### config.mk
export PLATFORM = sky130hd
export DESIGN_NAME = accel_motion_still_detector_core
export DESIGN_NICKNAME = d
export VERILOG_FILES = /design/src/rtl/amsd_pkg.sv /design/src/rtl/amsd_cfg_regs.sv /design/src/rtl/amsd_classify.sv /design/src/rtl/accel_motion_still_detector_core.sv
export VERILOG_INCLUDE_DIRS = /design/src /design/src/rtl
export SDC_FILE = /design/constraint.sdc
export NUM_CORES = 1
export LEC_CHECK = 0
export BUFFER_PORTS_ARGS = -buffer_cell sky130_fd_sc_hd__buf_4
export CAP_MARGIN = 20
export CORE_MARGIN = 8
export CORE_UTILIZATION = 65
export CTS_BUF_LIST = sky130_fd_sc_hd__clkbuf_16
export DETAILED_ROUTE_END_ITERATION = 16
export PLACE_DENSITY = 0.87
export SYNTH_ARGS = -nofsm -noshare
export SYNTH_HDL_FRONTEND = slang
export SYNTH_SLANG_ARGS = --single-unit
### constraint.sdc
create_clock -name clk -period 18.4 [get_ports clk]
set_clock_uncertainty 0.2 [all_clocks]
set_input_delay 2.76 -clock clk [delete_from_list [all_inputs] [get_ports clk]]
set_output_delay 2.76 -clock clk [all_outputs]
set_load 0.01 [all_outputs]
### src/rtl/accel_motion_still_detector_core_defines.svh
// Assertion macros used by the core RTL file.
`ifndef ACCEL_MOTION_STILL_DETECTOR_CORE_DEFINES_SVH
`define ACCEL_MOTION_STILL_DETECTOR_CORE_DEFINES_SVH

`ifndef SYNTHESIS
// Property checked on every rising edge, suspended while reset is asserted.
`define AMSD_ASSERT(lbl, clk, rst_n, prop, msg) \
	lbl: assert property (@(posedge clk) disable iff (!rst_n) prop) else $error(msg);
// Property checked on every rising edge, reset included.
`define AMSD_ASSERT_ALWAYS(lbl, clk, prop, msg) \
	lbl: assert property (@(posedge clk) prop) else $error(msg);
`else
`define AMSD_ASSERT(lbl, clk, rst_n, prop, msg)
`define AMSD_ASSERT_ALWAYS(lbl, clk, prop, msg)
`endif

`endif

### src/rtl/amsd_pkg.sv
package amsd_pkg;

	localparam int unsigned AXIS_W   = 16;
	localparam int unsigned SUM_W    = 18;
	localparam int unsigned TIME_W   = 32;
	localparam int unsigned CFG_IDX_W = 3;
	localparam int unsigned CFG_DATA_W = 32;

	typedef enum logic [1:0] {
		ST_UNKNOWN = 2'd0,
		ST_MOVING  = 2'd1,
		ST_STILL   = 2'd2
	} motion_state_t;

	typedef enum logic [CFG_IDX_W-1:0] {
		REG_MOVE_TOTAL = 3'd0,
		REG_MOVE_PEAK  = 3'd1,
		REG_CALM_TOTAL = 3'd2,
		REG_CALM_PEAK  = 3'd3,
		REG_STILL_WIN  = 3'd4
	} cfg_reg_t;

	localparam logic [SUM_W-1:0]  RST_MOVE_TOTAL = 18'd60;
	localparam logic [AXIS_W-1:0] RST_MOVE_PEAK  = 16'd25;
	localparam logic [SUM_W-1:0]  RST_CALM_TOTAL = 18'd20;
	localparam logic [AXIS_W-1:0] RST_CALM_PEAK  = 16'd8;
	localparam logic [TIME_W-1:0] RST_STILL_WIN  = 32'd2000;

	typedef struct packed {
		logic [SUM_W-1:0]  move_total;
		logic [AXIS_W-1:0] move_peak;
		logic [SUM_W-1:0]  calm_total;
		logic [AXIS_W-1:0] calm_peak;
		logic [TIME_W-1:0] still_win;
	} cfg_t;

	typedef struct packed {
		logic                     req_type;
		logic signed [AXIS_W-1:0] x;
		logic signed [AXIS_W-1:0] y;
		logic signed [AXIS_W-1:0] z;
		logic [TIME_W-1:0]        t;
	} item_t;

	typedef struct packed {
		logic                     have_prev;
		logic signed [AXIS_W-1:0] prev_x;
		logic signed [AXIS_W-1:0] prev_y;
		logic signed [AXIS_W-1:0] prev_z;
		logic                     quiet_running;
		logic [TIME_W-1:0]        quiet_start;
		motion_state_t            state;
	} track_t;

	typedef struct packed {
		logic              motion_event;
		logic              no_motion_event;
		motion_state_t     state;
		logic [SUM_W-1:0]  delta_total;
		logic [AXIS_W-1:0] max_delta;
		logic [TIME_W-1:0] quiet_ms;
	} result_t;

	localparam track_t TRACK_CLEAR = '{
		have_prev: 1'b0, prev_x: '0, prev_y: '0, prev_z: '0,
		quiet_running: 1'b0, quiet_start: '0, state: ST_UNKNOWN
	};

	// Absolute difference of two signed axis values; always fits the axis width.
	function automatic logic [AXIS_W-1:0] abs_diff(logic signed [AXIS_W-1:0] a,
			logic signed [AXIS_W-1:0] b);
		logic signed [AXIS_W:0] d;
		logic [AXIS_W:0] m;
		d = {a[AXIS_W-1], a} - {b[AXIS_W-1], b};
		m = d[AXIS_W] ? (~d + 1'b1) : d;
		return m[AXIS_W-1:0];
	endfunction

endpackage

### src/rtl/amsd_cfg_regs.sv
module amsd_cfg_regs
	import amsd_pkg::*;
(
	input  logic                  clk,
	input  logic                  arst_n,
	input  logic                  cfg_we,
	input  logic [CFG_IDX_W-1:0]  cfg_index,
	input  logic [CFG_DATA_W-1:0] cfg_data,
	output cfg_t                  cfg
);

	cfg_t cfg_q;

	always_ff @(posedge clk or negedge arst_n) begin
		if (!arst_n) begin
			cfg_q.move_total <= RST_MOVE_TOTAL;
			cfg_q.move_peak  <= RST_MOVE_PEAK;
			cfg_q.calm_total <= RST_CALM_TOTAL;
			cfg_q.calm_peak  <= RST_CALM_PEAK;
			cfg_q.still_win  <= RST_STILL_WIN;
		end else if (cfg_we) begin
			unique case (cfg_index)
				REG_MOVE_TOTAL: cfg_q.move_total <= cfg_data[SUM_W-1:0];
				REG_MOVE_PEAK:  cfg_q.move_peak  <= cfg_data[AXIS_W-1:0];
				REG_CALM_TOTAL: cfg_q.calm_total <= cfg_data[SUM_W-1:0];
				REG_CALM_PEAK:  cfg_q.calm_peak  <= cfg_data[AXIS_W-1:0];
				REG_STILL_WIN:  cfg_q.still_win  <= cfg_data[TIME_W-1:0];
				default: ; // drop writes to unmapped indices
			endcase
		end
	end

	assign cfg = cfg_q;

endmodule

### src/rtl/amsd_classify.sv
module amsd_classify
	import amsd_pkg::*;
(
	input  item_t   item,
	input  track_t  cur,
	input  cfg_t    cfg,
	output track_t  nxt,
	output result_t res
);

	logic [AXIS_W-1:0] dx, dy, dz, mx_xy, mx;
	logic [SUM_W-1:0]  sum;
	logic [TIME_W-1:0] start, elapsed;
	logic              moving, quiet_now;

	assign dx    = abs_diff(item.x, cur.prev_x);
	assign dy    = abs_diff(item.y, cur.prev_y);
	assign dz    = abs_diff(item.z, cur.prev_z);
	assign sum   = SUM_W'(dx) + SUM_W'(dy) + SUM_W'(dz);
	assign mx_xy = (dy > dx) ? dy : dx;
	assign mx    = (dz > mx_xy) ? dz : mx_xy;

	// motion wins where both tests pass
	assign moving    = (sum >= cfg.move_total) || (mx >= cfg.move_peak);
	assign quiet_now = (sum <= cfg.calm_total) && (mx <= cfg.calm_peak);

	assign start   = cur.quiet_running ? cur.quiet_start : item.t;
	assign elapsed = item.t - start;

	always_comb begin
		nxt                 = cur;
		res.motion_event    = 1'b0;
		res.no_motion_event = 1'b0;
		res.delta_total     = '0;
		res.max_delta       = '0;
		res.quiet_ms        = '0;
		if (item.req_type) begin
			nxt = TRACK_CLEAR;
		end else if (item.t == '0) begin
			// invalid time stamp: hold everything
		end else if (!cur.have_prev) begin
			nxt.have_prev     = 1'b1;
			nxt.prev_x        = item.x;
			nxt.prev_y        = item.y;
			nxt.prev_z        = item.z;
			nxt.quiet_running = 1'b1;
			nxt.quiet_start   = item.t;
		end else begin
			res.delta_total = sum;
			res.max_delta   = mx;
			nxt.prev_x      = item.x;
			nxt.prev_y      = item.y;
			nxt.prev_z      = item.z;
			if (moving) begin
				nxt.quiet_running = 1'b0;
				nxt.quiet_start   = '0;
				if (cur.state != ST_MOVING) begin
					nxt.state        = ST_MOVING;
					res.motion_event = 1'b1;
				end
			end else if (!quiet_now) begin
				nxt.quiet_running = 1'b0;
				nxt.quiet_start   = '0;
				if (cur.state == ST_STILL) begin
					nxt.state = ST_UNKNOWN;
				end
			end else begin
				nxt.quiet_running = 1'b1;
				nxt.quiet_start   = start;
				if (cur.state != ST_STILL && elapsed >= cfg.still_win) begin
					nxt.state           = ST_STILL;
					res.no_motion_event = 1'b1;
					res.quiet_ms        = elapsed;
				end
			end
		end
		res.state = nxt.state;
	end

endmodule

### src/rtl/accel_motion_still_detector_core.sv
// Accelerometer activity / inactivity classifier.
// Input channel (in_valid/in_ready) carries one transaction per sample: req_type
// selects a sample (0) or a classifier reset (1); accel_x/y/z are signed mg and
// time_ms the sample time, zero marking a sample to ignore.
// Output channel (out_valid/out_ready) returns exactly one result per input
// transaction, in order: motion and no-motion events, the state after the
// sample, the delta sum, the largest axis delta and the quiet time.
// An accepted item sits in the input register, then the classification logic
// feeds the result register, which drives out_valid and the result outputs.
// Throughput is one transaction per cycle while out_ready is high; classifier state
// updates as an item leaves the input register, so the next item sees it at once.
// When the receiver stalls, the result register holds and the input register
// fills; in_ready drops when both hold a transaction and out_ready is low.
// Configuration writes (cfg_we, cfg_index, cfg_data) take effect at the next
// edge; the user must make them with no transaction in flight (not enforced).
// Asynchronous reset empties both registers, clears the classifier state and
// loads the threshold registers with their defaults.
`include "accel_motion_still_detector_core_defines.svh"
module accel_motion_still_detector_core
	import amsd_pkg::*;
(
	input  logic                  clk,
	input  logic                  arst_n,
	input  logic                  cfg_we,
	input  logic [CFG_IDX_W-1:0]  cfg_index,
	input  logic [CFG_DATA_W-1:0] cfg_data,
	input  logic                  in_valid,
	output logic                  in_ready,
	input  logic                  req_type,
	input  logic signed [AXIS_W-1:0] accel_x,
	input  logic signed [AXIS_W-1:0] accel_y,
	input  logic signed [AXIS_W-1:0] accel_z,
	input  logic [TIME_W-1:0]     time_ms,
	output logic                  out_valid,
	input  logic                  out_ready,
	output logic                  motion_event,
	output logic                  no_motion_event,
	output logic [1:0]            motion_state,
	output logic [SUM_W-1:0]      delta_total,
	output logic [AXIS_W-1:0]     peak_delta,
	output logic [TIME_W-1:0]     quiet_ms
);

	cfg_t    cfg;
	item_t   item_s1;
	logic    valid_s1;
	logic    valid_s2;
	result_t res_s2;
	result_t res;
	track_t  track_q;
	track_t  track_nxt;
	logic    adv_s1;
	logic    in_acc;

	amsd_cfg_regs u_cfg (
		.clk       (clk),
		.arst_n    (arst_n),
		.cfg_we    (cfg_we),
		.cfg_index (cfg_index),
		.cfg_data  (cfg_data),
		.cfg       (cfg)
	);

	amsd_classify u_classify (
		.item (item_s1),
		.cur  (track_q),
		.cfg  (cfg),
		.nxt  (track_nxt),
		.res  (res)
	);

	assign adv_s1   = valid_s1 && (!valid_s2 || out_ready);
	assign in_ready = !valid_s1 || adv_s1;
	assign in_acc   = in_valid && in_ready;

	always_ff @(posedge clk or negedge arst_n) begin
		if (!arst_n) begin
			valid_s1 <= 1'b0;
			valid_s2 <= 1'b0;
			track_q  <= TRACK_CLEAR;
		end else begin
			if (in_acc) begin
				valid_s1 <= 1'b1;
			end else if (adv_s1) begin
				valid_s1 <= 1'b0;
			end
			if (adv_s1) begin
				valid_s2 <= 1'b1;
				track_q  <= track_nxt;
			end else if (out_ready) begin
				valid_s2 <= 1'b0;
			end
		end
	end

	always_ff @(posedge clk) begin
		if (in_acc) begin
			item_s1.req_type <= req_type;
			item_s1.x        <= accel_x;
			item_s1.y        <= accel_y;
			item_s1.z        <= accel_z;
			item_s1.t        <= time_ms;
		end
		if (adv_s1) begin
			res_s2 <= res;
		end
	end

	assign out_valid       = valid_s2;
	assign motion_event    = res_s2.motion_event;
	assign no_motion_event = res_s2.no_motion_event;
	assign motion_state    = res_s2.state;
	assign delta_total     = res_s2.delta_total;
	assign peak_delta      = res_s2.max_delta;
	assign quiet_ms        = res_s2.quiet_ms;

	`AMSD_ASSERT(a_ready_when_out_empty, clk, arst_n, !valid_s2 |-> in_ready, "in_ready low with empty result register")
	`AMSD_ASSERT(a_s1_reaches_s2, clk, arst_n, adv_s1 |=> valid_s2, "advanced item missing from result register")
	`AMSD_ASSERT(a_reset_req_clears, clk, arst_n, (adv_s1 && item_s1.req_type) |=> (!track_q.have_prev && track_q.state == ST_UNKNOWN && !track_q.quiet_running), "reset request left classifier state")
	`AMSD_ASSERT(a_quiet_only_with_event, clk, arst_n, (valid_s2 && res_s2.quiet_ms != '0) |-> (res_s2.no_motion_event && res_s2.state == ST_STILL), "quiet time reported without no-motion event")
	`AMSD_ASSERT(a_events_exclusive, clk, arst_n, !(valid_s2 && res_s2.motion_event && res_s2.no_motion_event), "both events raised together")
	`AMSD_ASSERT_ALWAYS(a_reset_empties_output, clk, !arst_n |=> !out_valid, "result valid straight after reset")

endmodule
==> results.tsv <==
stage	metric	value	unit
status	status	complete, no violations	
drt	ant_nets	0	
finish	syn_to_final_growth	14.0	%
grt	grtUsageMet1	0.374	
worst_setup_path	cp.arrival	12.16	ns
place	gp_congestion	0.950	
grt	grt_use_met2	0.449	
synth	syn_nets	2614	
worst_setup_path	cp-end-kind	register	
synth	ys_seq_elements	337	
timing	hold_viol	0	
clock_tree	post_cts_resized	0	
worst_hold_path	hold_class	reg -> reg	
clock_tree	clk_latency	0.57	ns
grt	grt_pass1_vias	18000	
drt	post-route-drc-count	0	
synth	netlist_area	22400	um^2
floorplanning	die_h	202	um
floorplanning	placementRows	68	
timing	fin_crit_sh	0.645	
flow_run	drv_cap	0	
place	port_buffers	192	
clock_tree	cts_buffers	36	
worst_setup_path	worst-path-buf-inv	4	
place	post-dp-hpwl	44100	um
finish	multi_input_area	12200	um^2
floorplanning	initial_core_util	0.655	
worst_setup_path	cp-start-kind	register	
worst_setup_path	slowest_delay	0.85	ns
clock_tree	clk_pin_slew	0.06	ns
drt	viasPerCell	6.17	
timing	max_freq	84.3	MHz
synth	yosys-top-cells-area	edfxtp_1 (20%), dfrtp_1 (19%), ha_1 (14%), inv_1 (3.7%), o21ai_0 (3.4%)	
synth	synth.most_common_cell	ha_1	
timing	max-slew-margin-rel	0.275	
synth	synth_edf_count	151	
finish	seqCellArea	9210	um^2
synth	yosysTopAreaCell	edfxtp_1	
clock_tree	cts-htree-levels	2	
drt	drtIter0Drc	1338	
drt	drt-pass1-iter-count	5	
grt	overflow	0	
clock_tree	cts_tree	done	
drt	vias	18000	
drt	drt-total-wl	58200	um
timing	slew_viol_final	0	
grt	grt_first_pass_wirelength	93600	um
clock_tree	cts_root_buffer	clkbuf_16	
grt	use_met3	0.0552	
clock_tree	cts_setup_buffers	0	
synth	yosysWarnings	0	
synth	synth_top_area_frac	0.202	
worst_setup_path	crit_required	18.69	ns
grt	track_usage	0.280	
worst_setup_path	crit_type	reg -> reg	
floorplanning	die_width	202	um
synth	yosysSeqAreaShare	0.410	
timing	finalSetupViolCount	0	
finish	drive_gt1_frac	0.148	
synth	syn_avg_cell_area	10.0	um^2
clock_tree	cts_sinks	337	
synth	syn_inst	2241	
floorplanning	core-area	34300	um^2
grt	grt-busiest-layer	met2	
synth	ys_types	101	
timing	min_period	11.87	ns
drt	wire_per_inst	20.0	um
worst_setup_path	worstPathMaxFanout	25	
floorplanning	ioPinCount	193	
grt	antenna_found_initial	0	
timing	fin_setup_tns	0	ns
synth	synthArstFlopShare	0.552	
finish	fill_cells	2363	
synth	synth_commonest_cells	ha_1 (246), inv_1 (220), dfrtp_1 (170)	
finish	fin_nets	2802	
finish	n_antenna_cell	0	
worst_setup_path	critPathTopFamily	compound AO/OA/AOI/OAI gates	
synth	synth_ff_type	dfrtp_1	
clock_tree	cts_hold_buf	0	
clock_tree	cts-root-to-sink-buffers	3	
grt	grt_max_degree	82	
worst_setup_path	critPathSlowestCell	o21ai_2	
floorplanning	die-area	40700	um^2
timing	tightest_slew	1.09	ns
timing	grt_setup_unrepaired	false	
-- layout by cell type (no fill, tap or decap), drive strengths merged, types with 37 or more instances in the layout --
master	instances
a21o	67
a21oi	128
nor2	100
nand2	157
buf	210
edfxtp	151
and2	66
dfrtp	170
nand3	38
inv	233
xnor2	88
o21ai	159
a22o	76
mux2i	45
nor2b	37
ha	246
-- worst reg2reg max path: cells and delay by family (launching register included) --
kind,cells,cell delay (ns)
compound gates,21,6.47
fa+ha+maj,5,1.62
simple gates,9,1.61
buf+inv,4,1.12
mux,1,0.40
flops,1,0.39
-- layer usage --
layer | part of all wire | vias to the layer above | wire (um)
met3 | 0.076 | 123 | 4430
met2 | 0.46 | 717 | 26800
met5 | 0 | - | 0
met1 | 0.43 | 8625 | 25100
li1 | - | 8496 | -
met4 | 0.033 | 0 | 1950
-- cell families (layout without fill, tap and decap cells) --
| kind of cell | count (synthesis) | in the layout | synth area share |
|---|---|---|---|
| AOI/OAI and AO/OA | 609 | 609 | 0.184 |
| xor gates and xnor gates | 120 | 120 | 0.0488 |
| adders and majority gates | 252 | 252 | 0.142 |
| buffers and inverters | 281 | 497 | 0.0477 |
| DFF | 337 | 337 | 0.410 |
| muxes | 73 | 73 | 0.0344 |
| and+or+nand+nor | 569 | 569 | 0.132 |
-- worst paths after layout --
path,startpoint,slack [ns],end,cells past startpoint
setup / recovery,track_q[51],6.53,track_q[13],40
hold / removal,track_q[35],0.30,track_q[35],2
setup reg to reg,track_q[51],6.53,track_q[13],40
hold reg to reg,track_q[35],0.30,track_q[35],2
max in group asynchronous,arst_n,14.79,u_cfg.cfg[14],2
min in group asynchronous,arst_n,1.89,track_q[54],1
-- sequential cells by signal, summed over array words and instances (netlist names), 2 cells and up --
signal,cells
u_cfg.cfg,100
track_q,84
item_s1,81
quiet_ms,32
delta_total,18
peak_delta,16
motion_state,2
-- per-stage QoR --
stage / util / instance area, um^2 / hold WS, ns / setup WS, ns / std cells
5_1_grt: 0.747 / 25600 / 0.310 / 5.59 / 2912
3_3_place_gp: 0.710 / 24400 / 0.270 / 6.82 / 2841
2_1_floorplan: - / 22400 / 0.254 / 9.00 / 2241
3_5_place_dp: 0.711 / 24400 / 0.288 / 6.69 / 2842
6_report: 0.747 / 25600 / 0.296 / 6.53 / 2912
4_1_cts: 0.744 / 25500 / 0.302 / 6.65 / 2908
-- layout make-up --
cell class / count / area share
Multi-Input combinational cell: 1623 / 0.477
Inverter: 221 / 0.0325
Timing Repair Buffer: 210 / 0.0639
Tap cell: 455 / 0.0222
Sequential cell: 337 / 0.360
Clock buffer: 36 / 0.0352
Clock inverter: 30 / 0.00958
Power is left out: the tool's default activity adds up to more than one toggle a clock period on the data nets, which glitch-free logic cannot reach.
